===== src/olad_pkg.sv =====
// Package for the ordered list block: default depth, command and status codes,
// sequencer states and the control word broadcast to the storage cells.
// Used by olad_cell and ordered_list_append_delete_top; depends on nothing.
package olad_pkg;

  localparam int DEFAULT_LIST_DEPTH = 16;
  localparam int VALUE_W = 32;

  typedef enum logic [1:0] {
    CMD_APPEND = 2'd0,
    CMD_DELETE = 2'd1,
    CMD_READ   = 2'd2
  } cmd_t;

  typedef enum logic [1:0] {
    ST_OK        = 2'd0,
    ST_NOT_FOUND = 2'd1,
    ST_FULL      = 2'd2,
    ST_EMPTY     = 2'd3
  } status_t;

  typedef enum logic [1:0] {
    S_IDLE,
    S_SEARCH,
    S_READ,
    S_STATUS
  } state_t;

  // Control word shared by every cell of the chain.
  typedef struct packed {
    logic wr;    // store wdata in the cell at the tail position
    logic rot;   // rotate the occupied part of the ring by one toward the head
    logic drop;  // shift toward the head without wrapping, removing the head
  } cell_ctrl_t;

endpackage


===== src/olad_cell.sv =====
// One storage cell of the ordered list ring: holds a single entry and loads
// from its right neighbor, from the head or from the write bus. Uses olad_pkg.
module olad_cell #(
  parameter int IDX = 0,
  parameter int CW  = 5
) (
  input  logic                             clk,
  input  olad_pkg::cell_ctrl_t             ctrl,
  input  logic [CW-1:0]                    wr_idx,
  input  logic [CW-1:0]                    last_idx,
  input  logic [olad_pkg::VALUE_W-1:0]     wdata,
  input  logic [olad_pkg::VALUE_W-1:0]     right_data,
  input  logic [olad_pkg::VALUE_W-1:0]     head_data,
  output logic [olad_pkg::VALUE_W-1:0]     q
);

  localparam logic [CW-1:0] MY_IDX = CW'(IDX);

  logic [olad_pkg::VALUE_W-1:0] q_r;
  logic [olad_pkg::VALUE_W-1:0] q_nxt;

  always_comb begin
    q_nxt = q_r;
    if (ctrl.wr && (MY_IDX == wr_idx)) begin
      q_nxt = wdata;
    end else if ((ctrl.rot || ctrl.drop) && (MY_IDX < last_idx)) begin
      q_nxt = right_data;
    end else if (ctrl.rot && (MY_IDX == last_idx)) begin
      // The old head wraps around to the tail of the occupied part.
      q_nxt = head_data;
    end
  end

  always_ff @(posedge clk) begin
    q_r <= q_nxt;
  end

  assign q = q_r;

endmodule


===== src/ordered_list_append_delete_top.sv =====
// Ordered list of signed 32-bit values held in a ring of storage cells.
// Append and read out: the request moves the sequencer to S_READ, which registers
// one entry per cycle while the output is free (one item for an empty list or a status).
// Delete: a search pass over every entry rotates the ring once, then the read out or a status.
// A new request is taken once the last result of the previous one is registered.
// Reset (rst_n low, synchronous) empties the list; the cells themselves are not cleared.
module ordered_list_append_delete_top #(
  parameter int LIST_DEPTH = olad_pkg::DEFAULT_LIST_DEPTH
) (
  input  logic        clk,
  input  logic        rst_n,
  input  logic        in_tvalid,
  output logic        in_tready,
  input  logic [31:0] in_tdata,   // [31:0] value
  input  logic [1:0]  in_tuser,   // [1:0] command
  output logic        out_tvalid,
  input  logic        out_tready,
  output logic [31:0] out_tdata,  // [31:0] element
  output logic [2:0]  out_tuser,  // [1:0] status, [2] has_element
  output logic        out_tlast
);

  localparam int CW = $clog2(LIST_DEPTH + 1);
  localparam logic [CW-1:0] FULL_CNT = CW'(LIST_DEPTH);
  localparam int VW = olad_pkg::VALUE_W;

  olad_pkg::state_t   state_r, state_nxt;
  logic [CW-1:0]      cnt_r, cnt_nxt;
  logic [CW-1:0]      step_r, step_nxt;
  logic [CW-1:0]      pass_len_r, pass_len_nxt;
  logic               found_r, found_nxt;
  logic [VW-1:0]      key_r, key_nxt;
  olad_pkg::status_t  stat_r, stat_nxt;

  logic               out_valid_r, out_valid_nxt;
  logic [VW-1:0]      out_elem_r, out_elem_nxt;
  olad_pkg::status_t  out_stat_r, out_stat_nxt;
  logic               out_has_r, out_has_nxt;
  logic               out_last_r, out_last_nxt;

  olad_pkg::cell_ctrl_t ctrl;
  logic [VW-1:0]      cell_q [LIST_DEPTH];
  logic [CW-1:0]      last_idx;
  logic               in_req;
  logic               out_free;
  logic               is_last_read;
  logic               is_last_search;
  logic               hit;
  olad_pkg::cmd_t     cmd;

  assign in_tready      = (state_r == olad_pkg::S_IDLE);
  assign in_req         = in_tvalid && in_tready;
  assign out_free       = !out_valid_r || out_tready;
  assign cmd            = olad_pkg::cmd_t'(in_tuser);
  assign last_idx       = cnt_r - CW'(1);
  assign is_last_read   = (step_r == last_idx);
  assign is_last_search = (step_r == pass_len_r - CW'(1));
  assign hit            = !found_r && (cell_q[0] == key_r);

  // Chain of cells; the last cell's right input is tied to the head and it never loads from it.
  for (genvar i = 0; i < LIST_DEPTH; i++) begin : g_cell
    logic [VW-1:0] right;
    if (i == LIST_DEPTH - 1) begin : g_end
      assign right = cell_q[0];
    end else begin : g_mid
      assign right = cell_q[i+1];
    end
    olad_cell #(
      .IDX (i),
      .CW  (CW)
    ) u_cell (
      .clk        (clk),
      .ctrl       (ctrl),
      .wr_idx     (cnt_r),
      .last_idx   (last_idx),
      .wdata      (in_tdata),
      .right_data (right),
      .head_data  (cell_q[0]),
      .q          (cell_q[i])
    );
  end

  // Next state.
  always_comb begin
    state_nxt = state_r;
    case (state_r)
      olad_pkg::S_IDLE: begin
        if (in_req) begin
          case (cmd)
            olad_pkg::CMD_APPEND: begin
              state_nxt = (cnt_r == FULL_CNT) ? olad_pkg::S_STATUS : olad_pkg::S_READ;
            end
            olad_pkg::CMD_DELETE: begin
              state_nxt = (cnt_r == '0) ? olad_pkg::S_STATUS : olad_pkg::S_SEARCH;
            end
            olad_pkg::CMD_READ: begin
              state_nxt = olad_pkg::S_READ;
            end
            default: begin
              state_nxt = olad_pkg::S_IDLE;
            end
          endcase
        end
      end
      olad_pkg::S_SEARCH: begin
        if (is_last_search) begin
          state_nxt = (found_r || hit) ? olad_pkg::S_READ : olad_pkg::S_STATUS;
        end
      end
      olad_pkg::S_READ: begin
        if (out_free && ((cnt_r == '0) || is_last_read)) begin
          state_nxt = olad_pkg::S_IDLE;
        end
      end
      olad_pkg::S_STATUS: begin
        if (out_free) begin
          state_nxt = olad_pkg::S_IDLE;
        end
      end
      default: begin
        state_nxt = olad_pkg::S_IDLE;
      end
    endcase
  end

  // Datapath control and result loading.
  always_comb begin
    ctrl          = '0;
    cnt_nxt       = cnt_r;
    step_nxt      = step_r;
    pass_len_nxt  = pass_len_r;
    found_nxt     = found_r;
    key_nxt       = key_r;
    stat_nxt      = stat_r;
    out_valid_nxt = out_valid_r && !out_tready;
    out_elem_nxt  = out_elem_r;
    out_stat_nxt  = out_stat_r;
    out_has_nxt   = out_has_r;
    out_last_nxt  = out_last_r;
    case (state_r)
      olad_pkg::S_IDLE: begin
        step_nxt  = '0;
        found_nxt = 1'b0;
        if (in_req) begin
          key_nxt      = in_tdata;
          pass_len_nxt = cnt_r;
          case (cmd)
            olad_pkg::CMD_APPEND: begin
              if (cnt_r == FULL_CNT) begin
                stat_nxt = olad_pkg::ST_FULL;
              end else begin
                ctrl.wr = 1'b1;
                cnt_nxt = cnt_r + CW'(1);
              end
            end
            olad_pkg::CMD_DELETE: begin
              stat_nxt = olad_pkg::ST_EMPTY;
            end
            default: begin
            end
          endcase
        end
      end
      olad_pkg::S_SEARCH: begin
        // The first equal entry is dropped as it reaches the head; the others rotate.
        if (hit) begin
          ctrl.drop = 1'b1;
          cnt_nxt   = cnt_r - CW'(1);
          found_nxt = 1'b1;
        end else begin
          ctrl.rot = 1'b1;
        end
        stat_nxt = olad_pkg::ST_NOT_FOUND;
        step_nxt = is_last_search ? '0 : step_r + CW'(1);
      end
      olad_pkg::S_READ: begin
        if (out_free) begin
          out_valid_nxt = 1'b1;
          out_stat_nxt  = olad_pkg::ST_OK;
          if (cnt_r == '0) begin
            out_has_nxt  = 1'b0;
            out_elem_nxt = '0;
            out_last_nxt = 1'b1;
          end else begin
            out_has_nxt  = 1'b1;
            out_elem_nxt = cell_q[0];
            out_last_nxt = is_last_read;
            ctrl.rot     = 1'b1;
            step_nxt     = step_r + CW'(1);
          end
        end
      end
      olad_pkg::S_STATUS: begin
        if (out_free) begin
          out_valid_nxt = 1'b1;
          out_stat_nxt  = stat_r;
          out_has_nxt   = 1'b0;
          out_elem_nxt  = '0;
          out_last_nxt  = 1'b1;
        end
      end
      default: begin
      end
    endcase
  end

  always_ff @(posedge clk) begin
    if (!rst_n) begin
      state_r     <= olad_pkg::S_IDLE;
      cnt_r       <= '0;
      step_r      <= '0;
      found_r     <= 1'b0;
      out_valid_r <= 1'b0;
    end else begin
      state_r     <= state_nxt;
      cnt_r       <= cnt_nxt;
      step_r      <= step_nxt;
      found_r     <= found_nxt;
      out_valid_r <= out_valid_nxt;
    end
  end

  always_ff @(posedge clk) begin
    pass_len_r <= pass_len_nxt;
    key_r      <= key_nxt;
    stat_r     <= stat_nxt;
    out_elem_r <= out_elem_nxt;
    out_stat_r <= out_stat_nxt;
    out_has_r  <= out_has_nxt;
    out_last_r <= out_last_nxt;
  end

  assign out_tvalid = out_valid_r;
  assign out_tdata  = out_elem_r;
  assign out_tuser  = {out_has_r, out_stat_r};
  assign out_tlast  = out_last_r;

  a_cnt_bound: assert property (@(posedge clk) disable iff (!rst_n)
    cnt_r <= FULL_CNT)
    else $error("entry count exceeds list depth");

  a_status_is_last: assert property (@(posedge clk) disable iff (!rst_n)
    out_valid_r && !out_has_r |-> out_last_r && (out_elem_r == '0))
    else $error("item without element must be a zeroed single last item");

  a_search_drops_one: assert property (@(posedge clk) disable iff (!rst_n)
    state_r == olad_pkg::S_SEARCH |=>
      (cnt_r == $past(cnt_r)) || (cnt_r == $past(cnt_r) - CW'(1)))
    else $error("search pass removed more than one entry at once");

  a_single_drop: assert property (@(posedge clk) disable iff (!rst_n)
    state_r == olad_pkg::S_SEARCH && found_r |=> cnt_r == $past(cnt_r))
    else $error("second entry dropped in one delete");

endmodule


===== config.mk =====
export PLATFORM = sky130hd
export DESIGN_NAME = ordered_list_append_delete_top
export DESIGN_NICKNAME = d
export VERILOG_FILES = /design/src/olad_pkg.sv /design/src/olad_cell.sv /design/src/ordered_list_append_delete_top.sv
export SDC_FILE = /design/constraint.sdc
export NUM_CORES = 1
export LEC_CHECK = 0
export BUFFER_PORTS_ARGS = -buffer_cell sky130_fd_sc_hd__buf_2
export CELL_PAD_IN_SITES_DETAIL_PLACEMENT = 1
export CELL_PAD_IN_SITES_GLOBAL_PLACEMENT = 2
export CORE_UTILIZATION = 47
export DETAILED_ROUTE_END_ITERATION = 16
export HOLD_SLACK_MARGIN = 0.03
export PLACE_DENSITY = 0.95
export SLEW_MARGIN = 30
export SYNTH_ARGS = -nofsm -noshare
export SYNTH_HDL_FRONTEND = slang
export SYNTH_HIERARCHICAL = 1
export SYNTH_SLANG_ARGS = --single-unit

===== constraint.sdc =====
create_clock -name clk -period 17.3 [get_ports clk]
set_input_delay 0.865 -clock clk [delete_from_list [all_inputs] [get_ports clk]]
set_output_delay 0.865 -clock clk [all_outputs]
set_load 0.01 [all_outputs]

==> results of run 1 <==
## layout by cell type, fill, tap and decap left out, types with 53 or more instances in the layout
master	netlist	layout
edfxtp_1	587	587
nor3_1	358	358
a31oi_1	339	338
o21ai_0	322	319
a22oi_1	154	154
nand3b_1	134	134
mux2_2	118	118
buf_4	20	108
mux2_1	85	85
nand2_1	83	83
nand2b_1	82	80
a31oi_2	79	80
nand3_1	76	76
buf_2	54	75
nor2_1	81	73
clkbuf_16	0	71
o2bb2ai_1	65	65
mux2_4	53	53
## routing by layer
layer	global-route usage (%)	up-vias	part of all wire, %
met3	8.565	412	12
met4	19.21	8	6.1
li1	-	13150	-
met2	51.77	2018	44
met5	0	-	0.042
met1	44.53	15690	38
## registers in the layout (all words and copies together) (netlist names)
name / cells
cnt_r: 5
g_cell.u_cell/q: 512
key_r: 32
stat_r: 2
out_tvalid: 1
step_r: 5
found_r: 1
out_stat_r: 2
out_has_r: 1
out_tdata: 32
state_r: 2
out_tlast: 1
pass_len_r: 5
## stage by stage
stage / cells / instance area (um^2) / hold slack [ns]
after floorplan: 3370 / 36950 / 0.4677
after global placement: 4233 / 37590 / 0.4841
after detailed placement: 4236 / 37680 / 0.5158
after CTS: 4354 / 39870 / 0.5238
after global routing: 4357 / 39950 / 0.5480
final: 4358 / 39950 / 0.5178
## final cells by class
class                      instances  area, um^2  share of cell area, %
multi-input combinational       2394       17170                  42.97
tap                             1040        1301                  3.257
sequential                       601       17910                  44.83
antenna                            1       2.502               0.006264
inverter                          13       48.80                 0.1221
clock buffer                      86        1833                  4.588
clock inverter                    32       347.8                 0.8707
timing repair buffer             191        1341                  3.358
## power breakdown
part	leakage (uW)	internal [uW]	switching [uW]
sequential	0.00545	1880	65.7
combinational	0.00544	471	906
clock	0.00107	855	624
total	0.0120	3200	1600
## cells in the mapped netlist (12+ instances only)
| library cell | n |
|---|---|
| edfxtp_1 | 587 |
| nor3_1 | 358 |
| a31oi_1 | 339 |
| o21ai_0 | 322 |
| clkbuf_1 | 198 |
| a22oi_1 | 154 |
| nand3b_1 | 134 |
| mux2_2 | 118 |
| mux2_1 | 85 |
| nand2_1 | 83 |
| nand2b_1 | 82 |
| nor2_1 | 81 |
| a31oi_2 | 79 |
| nand3_1 | 76 |
| buf_6 | 69 |
| o2bb2ai_1 | 65 |
| buf_2 | 54 |
| mux2_4 | 53 |
| o21ai_1 | 49 |
| xnor2_1 | 37 |
| and2_1 | 35 |
| a32oi_1 | 34 |
| or3b_1 | 28 |
| buf_4 | 20 |
| dfxtp_1 | 14 |
| nand4_1 | 13 |
| inv_1 | 12 |
## worst max path at each step
stage | from | endpoint | depth (start not counted)
2_1_floorplan | cnt_r[0] | g_cell[15].u_cell/q[0] | 7
3_3_place_gp | g_cell[0].u_cell/q[31] | g_cell[11].u_cell/q[1] | 10
3_5_place_dp | g_cell[0].u_cell/q[31] | g_cell[11].u_cell/q[1] | 11
4_1_cts | g_cell[0].u_cell/q[31] | g_cell[11].u_cell/q[29] | 10
5_1_grt | g_cell[0].u_cell/q[31] | g_cell[11].u_cell/q[30] | 11
6_report | g_cell[0].u_cell/q[31] | g_cell[11].u_cell/q[15] | 11
## cells by family (layout without fill, tap and decap cells)
logic type | after synthesis | count (layout) | synth area share (%)
xor+xnor | 46 | 46 | 1.090
mux | 262 | 262 | 8.502
fa+ha+maj | 8 | 8 | 0.2709
other cells | 0 | 1 | 0
compound gates | 1112 | 1112 | 20.76
simple gates | 966 | 966 | 15.05
flops | 601 | 601 | 48.46
buf+inv | 375 | 322 | 5.858
## worst reg2reg max path, cell delays in order, from the launching register on
cell and delay [ns]:
edfxtp_1 0.71, buf_8 0.24, xnor2_1 0.15, nand4_1 0.12
nor4_1 0.34, nand2_1 0.30, nor2_4 0.17, buf_4 0.65
buf_4 1.00, nor2_2 0.36, o211ai_1 0.26, buf_4 0.44
==> flow_summary.ini, run 1 <==
[pwr]
peakVddDrop_uv = 94.87
p_per_area_mw_per_mm2 = 120.1
total_power_uw = 4798
cellLeakagePower_uw = 0.01195

[cts]
hold_buffers = 0
cts_tree = yes
clock_path_buffers = 3
htreeDepth = 3
cts.repair.resized = 0
clock_sinks = 601
cts.clk_slew.worst_paths_ns = 0.06
cts_setup_buffers = 0
cts_buffers = 69
insertion_delay_ns = 0.62
root_buffer = clkbuf_16

[finish]
final_nets = 3316
fillers = 8204
drive_above_1_share_pct = 18.54
utilization_pct = 51.48
area_delta_synth_final_pct = 8.110

[timing]
drv_slew = 0
worst_slew_pin_slew_ns = 1.028
fmax_ghz = 0.1945
slew_headroom_pct = 31.49
finalWorstSetupSlack_ns = 12.16
hold_viol_final = 0
min_period_over_period_pct = 29.72
min_period_ns = 5.141
rsz0062_at_grt = false
setup_viol = 0
skew_ns = 0.02867
fin_setup_tns_ns = 0

[global_route]
grt_use_total_pct = 34.15
grt_overflow = 0
grt_pass1_vias = 31170
grt_max_degree = 172
antenna_found_initial = 6
grt_pass1_wl_um = 203800

[synth]
netlist.area_leader.share_pct = 47.70
syn-cell-area_mm2 = 0.03695
netlist-cell-type-count = 103
syn_nets = 3416
ys.flop_type = edfxtp_1
synthCells = 3370
ys_top_cells_by_area = edfxtp_1 (48%), a31oi_1 (5.7%), nor3_1 (4.8%)
avgSynthCellArea_um2 = 10.96
synth_seq_area_share_pct = 48.46
ys_seq_elements = 601
synthArstFlopShare_pct = 0
yosysTopAreaCell = edfxtp_1
synth_edf_count = 587
synth_warnings = 6

[run_status]
status = complete, no violations

[worst_setup_path]
critPathBufInv = 4
start_kind = register
crit_top_cell = buf_4
r2r_setup_slack_ns = 12.16
worstPathCellList = buf_8, xnor2_1, nand4_1, nor4_1, nand2_1, nor2_4, buf_4, buf_4, nor2_2, o211ai_1, buf_4
cp.required_ns = 17.56
r2r-end = g_cell[11].u_cell/q[15]
worstReg2RegStart = g_cell[0].u_cell/q[31]
rr_worst_depth = 11
critical-path-top-delay-family = buffers and inverters
slowest_delay_ns = 0.93
arrival_ns = 5.40
crit_type = reg2reg
crit_path_max_fanout = 95
cpMaxStageDelayCell = buf_4
critPathCaptureType = register

[floorplan]
std_cell_rows = 102
die_y_um = 282.4
core_mm2 = 0.07759
io-pin-count = 76
initial_core_util_pct = 47.62
die_w_um = 282.4
die_area_mm2 = 0.07975

[flow_run]
cap_viol_max_count = 0

[route]
drc = 0
ant_nets = 0
drt_iter0_drc = 4131
avgViaCountPerCell = 7.179
post_drt_wl_per_cell_um = 31.57
routed_wirelength_um = 137600
dr_total_vias = 31280
dr.pass1.iters = 6

[placement]
dpl_worst_slack_ns = 12.13
port_buffers = 75
gp_congestion = 0.8996
place_hpwl_um = 77140

[hold_path]
min_from = state_r[1]
hold_class = reg2reg
whs_endpoint = state_r[1]
min_path_cells = 2
(Power assumes the default switching activity.)
==> run 2, diff against run 1 <==
- ABC_AREA: default -> 1
- CORE_UTILIZATION: 47 -> 35
- PLACE_DENSITY: 0.95 -> 0.87
- clock period: 17.3 -> 4.35 ns (I/O delays scaled with it)
==> run 2 against run 1 <==
Synthesized cell count is 51% higher. Global-route usage down 8.5 points. Flip-flop and latch count unchanged. Sequential power increased to 4.8 times the previous value. Wire length increased by 6.3%. Largest power group is now combinational cells. Critical path depth is 1 lower. Clock skew is 0.0041 ns lower. Fmax increased by 29%. Largest cell class unchanged.
==> flow_summary.ini, run 2 <==
[cts]
cts.clk_slew.worst_paths_ns = 0.06
root_buffer = clkbuf_16
cts_buffers = 72
cts_setup_buffers = 0
insertion_delay_ns = 0.65
clock_path_buffers = 3
cts_tree = yes
htreeDepth = 3
clock_sinks = 601

[worst_setup_path]
crit_type = reg2reg
critical-path-top-delay-family = simple AND/OR/NAND/NOR gates
critPathCaptureType = register
arrival_ns = 4.36
cp.required_ns = 4.74
crit_path_max_fanout = 33
slowest_delay_ns = 0.74
cpMaxStageDelayCell = clkinv_1
crit_top_cell = nand3_1
start_kind = register
worstPathCellList = inv_2, buf_4, nand3_1, nand2_1, clkinv_1, nor2_2, nand3_4, nand2_8, nand3_1, buf_12
critPathBufInv = 4

[floorplan]
initial_core_util_pct = 35.44
core_mm2 = 0.1110
std_cell_rows = 122
die_area_mm2 = 0.1137
die_w_um = 337.2
die_y_um = 337.2
io-pin-count = 76

[timing]
setup_viol = 0
rsz0062_at_grt = false
fin_setup_tns_ns = 0
worst_slew_pin_slew_ns = 1.005
slew_headroom_pct = 32.99
min_period_ns = 3.972
min_period_over_period_pct = 91.31
hold_viol_final = 0
finalWorstSetupSlack_ns = 0.3782
fmax_ghz = 0.2518
drv_slew = 0
skew_ns = 0.02460

[route]
dr.pass1.iters = 5
dr_total_vias = 34330
drc = 0
avgViaCountPerCell = 5.214
ant_nets = 0
routed_wirelength_um = 146300
post_drt_wl_per_cell_um = 22.22
drt_iter0_drc = 2925

[synth]
synth_warnings = 6
syn_nets = 5118
syn-cell-area_mm2 = 0.03933
synthTopCellsByCount = nand3_1 (1,349), nand2_1 (1,193), inv_1 (1,131)
synthArstFlopShare_pct = 0
yosysTopAreaCell = edfxtp_1
ys_top_cells_by_area = edfxtp_1 (45%), nand3_1 (17%), nand2_1 (11%)
netlist-cell-type-count = 52
post-synth-top-count-cell = nand3_1
netlist.area_leader.share_pct = 44.82
avgSynthCellArea_um2 = 7.754
synth_seq_area_share_pct = 45.53
ys_seq_elements = 601
synthCells = 5072
synth_edf_count = 587
ys.flop_type = edfxtp_1

[global_route]
grtUsageMet3_pct = 4.371
grt_use_total_pct = 25.64
grt_pass1_wl_um = 217600
grt_max_degree = 37
use_met1_pct = 34.35
met2_usage_pct = 42.23
grt_overflow = 0
grt_pass1_vias = 33680
busiest_layer = met2
antenna_found_initial = 5

[run_status]
status = complete, no violations

[flow_run]
cap_viol_max_count = 0

[placement]
dpl_cell_area_mm2 = 0.04026
port_buffers = 75
dp.cells = 6454
dpl_worst_slack_ns = 0.4804
place_hpwl_um = 90630
gp_congestion = 0.8385

[finish]
final_nets = 5092
area_delta_synth_final_pct = 8.205
stdcell_area_mm2 = 0.04255
largest_reg_flops = 512
drive_above_1_share_pct = 11.30
antennaDiodeCount = 0
final_cell_mix = nand3_1 (1,349), nand2_1 (1,192), inv_1 (1,130)
final_common_cell = nand3_1
final_cells = 6585
fillers = 13610

[hold_path]
hold_class = in2reg

[pwr]
p_per_area_mw_per_mm2 = 634.6
cellLeakagePower_uw = 0.02114
peakVddDrop_uv = 362.3
total_power_uw = 27000
[run 2: cell count changes in the layout (fill, tap and decap cells not counted), moves of 80 or more]
cell,before,now
a22oi_1,154,0
a31oi_1,338,0
a31oi_2,80,0
inv_1,10,1130
mux2_1,85,0
mux2_2,118,0
nand2_1,83,1192
nand2_2,1,100
nand2b_1,80,0
nand3_1,76,1349
nand3b_1,134,4
nor3_1,358,3
o21ai_0,319,8
[run 2: cells by family (layout without fill, tap and decap cells)]
kind of cell | Yosys count | after routing | share of synthesized area, %
xor+xnor | 39 | 39 | 0.8685
fa+ha+maj | 8 | 8 | 0.2545
compound gates | 30 | 30 | 0.4868
buf+inv | 1449 | 1474 | 16.70
flops | 601 | 601 | 45.53
simple gates | 2945 | 2945 | 36.15
[run 2: what timing repair did]
action,CTS,global route
gates resized for setup,0,0
endpoints found under the setup margin,0,0
hold endpoints to repair,13,0
hold buffers,5,0
[run 2: cell type report]
class                   count  area (um^2)  area share [%]
flip-flops and latches    601        17910           42.09
multi-input cells        3022        14880           34.97
inverters                1150         4317           10.14
clock buffers              84         1868           4.390
well taps                1488         1862           4.375
repair buffers            199         1368           3.214
clock inverters            41        350.3          0.8233
[run 2: report_power, final]
part / total, uW / switching [uW] / internal (uW)
sequential: 9220 / 405 / 8820
clock: 5900 / 2580 / 3320
combinational: 11900 / 8700 / 3180
[run 2: per-stage QoR]
step	hold WS [ns]	utilization [%]
global route	0.1462	38.35
finish	0.1858	38.35
global placement	0.5016	36.26
detailed placement	0.5120	36.28
CTS	0.1237	38.32
floorplan	0.3164	-
[run 2: worst register-to-register path: stages, from the launching register on]
cell and delay (ns):
dfxtp_2 0.32, inv_2 0.05, buf_4 0.32, nand3_1 0.16, nand2_1 0.15, clkinv_1 0.74, nor2_2 0.42, nand3_4 0.38
nand2_8 0.40, nand3_1 0.44, buf_12 0.33
[run 2: path summary, 6_finish.rpt]
| path | start | end | slack (ns) | depth (start not counted) |
|---|---|---|---|---|
| worst max-delay path | cnt_r[0] | g_cell[0].u_cell/q[14] | 0.38 | 10 |
| worst min-delay path | in_tdata[12] | key_r[12] | 0.19 | 1 |
| worst max register to register | cnt_r[0] | g_cell[0].u_cell/q[14] | 0.38 | 10 |
| worst min register to register | stat_r[0] | out_stat_r[0] | 0.53 | 2 |
[run 2: per-layer routing]
metal,up-vias,wire length [um]
li1,15980,-
met5,-,11
met2,1062,68390
met3,215,10740
met4,2,4059
met1,17070,63090
